File: config.mk
export PLATFORM = sky130hd
export DESIGN_NAME = rpc_cell
export DESIGN_NICKNAME = d
export VERILOG_FILES = /design/src/sv/rotate_point_about_center_core_assert.svh /design/src/sv/rpc_pkg.sv /design/src/sv/rpc_cell.sv
export SDC_FILE = /design/constraint.sdc
export NUM_CORES = 1
export LEC_CHECK = 0
export CAP_MARGIN = 10
export CORE_AREA = 2 2 197 199
export CTS_CLUSTER_SIZE = 25
export DETAILED_ROUTE_END_ITERATION = 10
export DIE_AREA = 0 0 199 201
export DONT_BUFFER_PORTS = 1
export GPL_TIMING_DRIVEN = 0
export SLEW_MARGIN = 20
export SYNTH_ARGS = -nofsm -noshare
export SYNTH_HDL_FRONTEND = slang
export SYNTH_SLANG_ARGS = --single-unit
File: constraint.sdc
create_clock -name clk -period 8.9 [get_ports clk]
set_input_delay 0.89 -clock clk [delete_from_list [all_inputs] [get_ports clk]]
set_output_delay 0.89 -clock clk [all_outputs]
set_load 0.05 [all_outputs]
File: src/sv/rotate_point_about_center_core_assert.svh
// Assertion macros for the rotate-point top level.
// Each macro expects clk and rst_n in scope at the point of use.
`ifndef ROTATE_POINT_ABOUT_CENTER_CORE_ASSERT_SVH
`define ROTATE_POINT_ABOUT_CENTER_CORE_ASSERT_SVH

// Same-cycle implication, checked outside reset.
`define RPC_ASSERT_IMPLY(lbl, ante, cons, msg) \
  lbl: assert property (@(posedge clk) disable iff (!rst_n) (ante) |-> (cons)) \
    else $error(msg);

// Next-cycle implication, checked outside reset.
`define RPC_ASSERT_NEXT(lbl, ante, cons, msg) \
  lbl: assert property (@(posedge clk) disable iff (!rst_n) (ante) |=> (cons)) \
    else $error(msg);

`endif

File: src/sv/rpc_pkg.sv
// Shared types, widths and constants for the rotate-point-about-center core.
// Holds the CORDIC angle table function used by every rotation cell.
// No dependencies.
package rpc_pkg;

  // Field and datapath widths.
  localparam int DW   = 32;   // Q16.16 coordinate
  localparam int AW   = 16;   // binary angle
  localparam int RW   = 14;   // residual angle inside one quadrant
  localparam int XW   = 33;   // CORDIC x/y, Q30 with headroom
  localparam int ZW   = 51;   // CORDIC residual angle, Q48 radians
  localparam int UW   = 35;   // angle unit width
  localparam int PW   = 2 * XW;

  // Stage count limits.
  localparam int CORDIC_STAGES_DEF = 16;
  localparam int MAX_STAGES        = 32;

  // pi in Q60, the angle unit floor(pi * 2^33) and the CORDIC gain in Q30.
  localparam logic [63:0]   PI_Q60   = 64'h3243F6A8885A308D;
  localparam logic [UW-1:0] ANG_UNIT = UW'(PI_Q60 >> 27);
  localparam logic signed [XW-1:0] GAIN_Q30 = XW'(652032874);

  // Quadrant codes after the angle is folded.
  typedef enum logic [1:0] {
    QUAD_0 = 2'd0,
    QUAD_1 = 2'd1,
    QUAD_2 = 2'd2,
    QUAD_3 = 2'd3
  } rpc_quad_t;

  // Rotation vector carried from cell to cell.
  typedef struct packed {
    logic signed [XW-1:0] x;
    logic signed [XW-1:0] y;
    logic signed [ZW-1:0] z;
  } rpc_vec_t;

  // Sideband that rides along the CORDIC chain.
  typedef struct packed {
    rpc_quad_t            quad;
    logic signed [DW:0]   dx;
    logic signed [DW:0]   dy;
    logic signed [DW-1:0] cx;
    logic signed [DW-1:0] cy;
  } rpc_side_t;

  // Arctangent of 2^-idx in Q48, built from a Taylor series in Q62 and
  // rounded to nearest in Q48. Index zero holds atan(1), an eighth turn of pi/4.
  // Evaluated at elaboration only.
  function automatic logic [ZW-1:0] atan_q48(input int unsigned idx);
    logic [63:0] pos;
    logic [63:0] neg;
    logic [63:0] acc;
    logic [63:0] term;
    int unsigned e;
    int unsigned k;
    pos = 64'd0;
    neg = 64'd0;
    if (idx == 0) begin
      acc = PI_Q60;
    end else begin
      for (k = 0; k < 32; k++) begin
        e = idx * (2 * k + 1);
        if (e <= 62) begin
          term = (64'd1 << (62 - e)) / 64'(2 * k + 1);
          if (k[0]) begin
            neg = neg + term;
          end else begin
            pos = pos + term;
          end
        end
      end
      acc = pos - neg;
    end
    return ZW'((acc + 64'd8192) >> 14);
  endfunction

endpackage

File: src/sv/rpc_cell.sv
// One CORDIC rotation cell: a single micro-rotation by atan(2^-IDX).
// Depends on rpc_pkg for the vector types and the angle table.
module rpc_cell #(
  parameter int IDX = 0
) (
  input  logic               clk,
  input  logic               rst_n,
  input  logic               i_valid,
  output logic               i_ready,
  input  rpc_pkg::rpc_vec_t  i_vec,
  input  rpc_pkg::rpc_side_t i_side,
  output logic               o_valid,
  input  logic               o_ready,
  output rpc_pkg::rpc_vec_t  o_vec,
  output rpc_pkg::rpc_side_t o_side
);

  localparam int XW = rpc_pkg::XW;
  localparam int ZW = rpc_pkg::ZW;
  localparam logic signed [ZW-1:0] ANG = rpc_pkg::atan_q48(IDX);

  logic signed [XW-1:0] xs;
  logic signed [XW-1:0] ys;
  logic                 vld_r;
  rpc_pkg::rpc_vec_t    vec_r;
  rpc_pkg::rpc_vec_t    vec_nxt;
  rpc_pkg::rpc_side_t   side_r;

  // Rotate toward zero residual angle; both updates use the old x and y.
  always_comb begin
    xs = $signed(i_vec.x) >>> IDX;
    ys = $signed(i_vec.y) >>> IDX;
    if (!i_vec.z[ZW-1]) begin
      vec_nxt.x = i_vec.x - ys;
      vec_nxt.y = i_vec.y + xs;
      vec_nxt.z = i_vec.z - ANG;
    end else begin
      vec_nxt.x = i_vec.x + ys;
      vec_nxt.y = i_vec.y - xs;
      vec_nxt.z = i_vec.z + ANG;
    end
  end

  assign i_ready = !vld_r || o_ready;

  // Cell register with its own valid bit.
  always_ff @(posedge clk) begin
    if (!rst_n) begin
      vld_r <= 1'b0;
    end else if (i_ready) begin
      vld_r <= i_valid;
    end
    if (i_valid && i_ready) begin
      vec_r  <= vec_nxt;
      side_r <= i_side;
    end
  end

  assign o_valid = vld_r;
  assign o_vec   = vec_r;
  assign o_side  = side_r;

endmodule

Word-level counts from Yosys, hierarchy flattened
Cells that the tools add are included.
{ "classes": {"n_addsub": 5, "muxes": 1, "reduce_logical": 3} }
{ "op_table": {"columns": ["cell", "n"], "rows": [
  ["two-way mux 117 bit", 1],
  ["subtractor 33 bit", 2],
  ["adder 51 x 49 -> 51 bit, second input constant", 1],
  ["subtractor 51 x 49 -> 51 bit, second input constant", 1],
  ["adder 33 bit", 1],
  ["logical AND 1 bit", 1],
  ["logical NOT 1 bit", 1],
  ["logical OR 1 bit", 1]
]} }
{ "word_totals": {"regBits": 250, "in_bits": 253, "word_cells": 18} }

Longest topological paths before layout
{ "logic_depth": {"depth_word": 3, "depth_mapped": 16} }

Worst setup path after synthesis
OpenSTA, ideal clock, no wires.
{ "synth_path": {"path_kind": "in2reg", "from": "in o_ready", "to": "reg side_r, in the netlist o_side[0], enable pin", "setup_ns": 0.639, "arrival_time_ns": 7.043, "required_ns": 8.261, "setup_slack_ns": 1.217, "cell_stages": 2, "path_buffers": 0, "cell_sequence": "nand2b_1 -> and2_1"} }
{ "synth_between": {"elab_chain_cells": 2} }
{ "synth_lines": {"columns": ["element", "line_no", "rtl"], "rows": [
  ["start: declaration", "rpc_cell.sv:13", "input logic o_ready,"],
  ["logical OR 1 bit", "rpc_cell.sv:44", "assign i_ready = !vld_r || o_ready;"],
  ["logical AND 1 bit", "rpc_cell.sv:53", "if (i_valid && i_ready) begin"],
  ["end signal: assignment", "rpc_cell.sv:55", "side_r <= i_side;"],
  ["end: declaration", "rpc_cell.sv:27", "rpc_pkg::rpc_side_t side_r;"]
]} }
Every way passes these cells.
A chain may end at the register's enable or synchronous reset.

==> impl_metrics.env <==
export IMPL_io_buffers=0
export IMPL_synthFlopType="edfxtp_1"
export IMPL_regArea_sq_um=7467
export IMPL_synth_area_mux_share_pct=0.7055
export IMPL_die_h_microns=201
export IMPL_synth_seq_cells=249
export IMPL_ys_types=83
export IMPL_tightest_slew_ns=1.018
export IMPL_p_sw_mw=1.320
export IMPL_wl_per_cell_microns=23.61
export IMPL_die_area_sq_um=40000
export IMPL_hold_viol_final=0
export IMPL_postCtsSetupBuffers=0
export IMPL_layout_cells_non_filler=2047
export IMPL_cts_root_buf="clkbuf_16"
export IMPL_grt_pass1_vias=11410
export IMPL_p_int_mw=2.268
export IMPL_rows=72
export IMPL_track_usage_pct=23.06
export IMPL_cts_sinks=249
export IMPL_synth_compound_area_share_pct=19.11
export IMPL_synth_cells=1475
export IMPL_clk_insertion_delay_late_ns=0.55
export IMPL_multi_input_area_sq_um=7490
export IMPL_path_cells="clkbuf_1 -> inv_1 -> clkbuf_1 -> clkbuf_2 -> ha_1 -> a21o_1 -> a221o_1 -> a211oi_1 -> o211ai_1 -> a21oi_1 -> o31a_1 -> o221ai_1 -> a21bo_2 -> a21oi_1 -> xnor2_1"
export IMPL_crit_type="in2reg"
export IMPL_drive_gt1_share_pct=4.849
export IMPL_numPlacedInstances=1998
export IMPL_synth_seq_area_share_pct=47.85
export IMPL_critPathMaxStageDelay_ns=0.69
export IMPL_drtAntennaViolNets=0
export IMPL_cts_hold_buf=0
export IMPL_fin_crit_sh_pct=60.88
export IMPL_synth_adder_area_share_pct=12.14
export IMPL_pin_count=504
export IMPL_ys_warn_count=0
export IMPL_gp_congestion=0.9084
export IMPL_worstPathArrival_ns=5.68
export IMPL_fin_hold_ws_ns=0.4378
export IMPL_async_flop_share_pct=0
export IMPL_hold_path_class="in2reg"
export IMPL_synthXorXnorAreaFrac_pct=6.117
export IMPL_clk_pin_slew_worst_paths_ns=0.06
export IMPL_syn_nets=1877
export IMPL_antenna_found_initial=6
export IMPL_power_frac_comb_pct=19.2
export IMPL_place_ws_ns=2.861
export IMPL_grt_pass1_wl_mm=69.77
export IMPL_power_density_nw_per_um2=208.9
export IMPL_fin_ws_ns=3.482
export IMPL_area_growth_syn_to_layout_pct=10.05
export IMPL_tritoncts="yes"
export IMPL_p_seq_share_pct=52.6
export IMPL_cp_start_kind="input port"
export IMPL_routed_via_density=5.750
export IMPL_dpl_hpwl_mm=38.22
export IMPL_finClkSkew_ns=0.01995
export IMPL_wirelength_mm=48.33
export IMPL_synth_edf_count=248
export IMPL_cts_htree_levels=1
export IMPL_nFillCells=3596
export IMPL_fin_nets=1911
export IMPL_cp_slowest_cell="clkbuf_1"
export IMPL_ir_drop_uv=117.9
export IMPL_p_leak_nw=6.754
export IMPL_maxSlewViolCount=0
export IMPL_critical_path_startpoint="i_vec[50]"
export IMPL_setup_viol_count_final=0
export IMPL_core_sq_um=38110
export IMPL_timing_final_crit_period_ns=5.418
export IMPL_yosys_area_share_simple_pct=9.901
export IMPL_max_cap_viol_count=0
export IMPL_finalPower_mw=3.589
export IMPL_r2r_start="o_valid"
export IMPL_die_x_microns=199
export IMPL_start_util_pct=40.95
export IMPL_syn_area_sq_um=15610
export IMPL_slew_headroom_pct=32.10
export IMPL_cts_buffers=27
export IMPL_worstPathRequired_ns=9.16
export IMPL_clockPowerShare_pct=28.2
export IMPL_synth_top_family_by_area="compound AO/OA/AOI/OAI gates"
export IMPL_drt_initial_drc_count=870
export IMPL_grt_max_degree=58
export IMPL_crit_fanout=22
export IMPL_fmax_ghz=0.1846
export IMPL_first_pass_iters=5
export IMPL_end_kind="flip-flop"
export IMPL_status="finished, final reports clean"
export IMPL_switching_share_pct=36.79
export IMPL_cts_buffer_depth=3
export IMPL_overflow=0
export IMPL_vias=11771
export IMPL_avgSynthCellArea_sq_um=10.58
export IMPL_cts_resized=0
export IMPL_rsz0062_at_grt="false"
export IMPL_min_from="i_side[73]"
export IMPL_post_route_drc_count=0
## cells by family (layout without fill, tap and decap cells)
group	count (synthesis)	count (layout)
AO/OA/AOI/OAI	456	456
AND/OR/NAND/NOR	335	335
flip-flops	249	249
buffers and inverters	166	217
adder cells (fa/ha/maj)	149	149
XOR/XNOR	109	109
multiplexers	11	11
other	0	3
## sequential cells by signal (all words and copies together), names as in the netlist
name / flops
o_vec: 116
o_valid: 1
o_side: 132
## worst paths after layout
path                end  cells past startpoint  slack [ns]
max           o_vec[46]                     15        3.48
max reg2reg  o_side[90]                      5        5.90
min reg2reg     o_valid                      2        1.20
min          o_side[73]                      0        0.44
## area by class of cell
class,instances,area share (%)
Multi-Input combinational cell,1060,43.61
Sequential cell,249,43.48
Clock buffer,36,4.131
Tap cell,518,3.774
Inverter,109,2.382
Buffer,57,1.421
Timing Repair Buffer,5,0.8013
Clock inverter,10,0.3642
Antenna cell,3,0.04371
## per-stage QoR
stage	TNS, ns	area [sq um]	utilization (%)
finish	0	17180	45.07
global route	0	17170	45.07
CTS	0	17170	45.05
detailed placement	0	16400	43.03
global placement	-210.59	16250	42.66
floorplan	0	15610	-
## cell usage after synthesis, drive strengths merged (6+ instances only)
cell	n	area [sq um]
edfxtp	248	7447
a21oi	162	818.3
ha	145	1814
nor2	122	457.9
inv	107	401.6
nand2	92	345.3
o21ai	84	424.2
xnor2	79	691.9
a21o	47	352.8
clkbuf	39	146.4
xor2	30	262.8
o21bai	23	172.7
nor3	22	110.1
buf	18	96.33
nand3	18	100.1
a211oi	17	137.6
nand4	14	87.58
o211ai	14	110.1
o21a	14	105.1
nand2b	12	75.07
o31ai	12	90.09
and3	11	68.82
mux2i	11	110.1
a31oi	10	75.07
nor2b	9	56.30
a2111oi	7	93.85
or2	7	43.80
o41ai	6	60.06
## worst max-delay path, delay by kind of cell
family / cells / cell delay (ns)
XOR/XNOR: 1 / 0.12
adder cells (fa/ha/maj): 1 / 0.40
buffers and inverters: 4 / 1.69
AO/OA/AOI/OAI: 9 / 2.55
## power by group through the flow
stage                     sequential, mW  clock, mW  combinational, mW
final                               1.89       1.01              0.689
after global routing                1.90       1.08              0.758
after CTS                           1.89       1.04              0.680
after detailed placement            1.91          0              0.674
after global placement              1.94          0              0.663
after floorplan                     1.90          0              0.501
## layer usage
| layer | wire, microns | vias up | GRT usage, % |
|---|---|---|---|
| met5 | 0 | - | 0 |
| met4 | 1956 | 0 | 10.21 |
| met3 | 3998 | 113 | 6.116 |
| met2 | 22790 | 570 | 37.84 |
| met1 | 19590 | 5607 | 28.38 |
| li1 | - | 5481 | - |
## cell usage in the layout, fill, tap and decap left out, types with 15 or more instances in the layout
master and n:
xor2_1 30, a21oi_1 160, a21o_1 47, ha_1 145, clkbuf_16 27, inv_1 107, edfxtp_1 248, nor3_1 22
xnor2_1 79, nand3_1 16, a211oi_1 15, clkbuf_1 47, o21bai_1 23, nand2_1 92, nor2_1 122, o21ai_0 77
(Power assumes the default switching activity.)
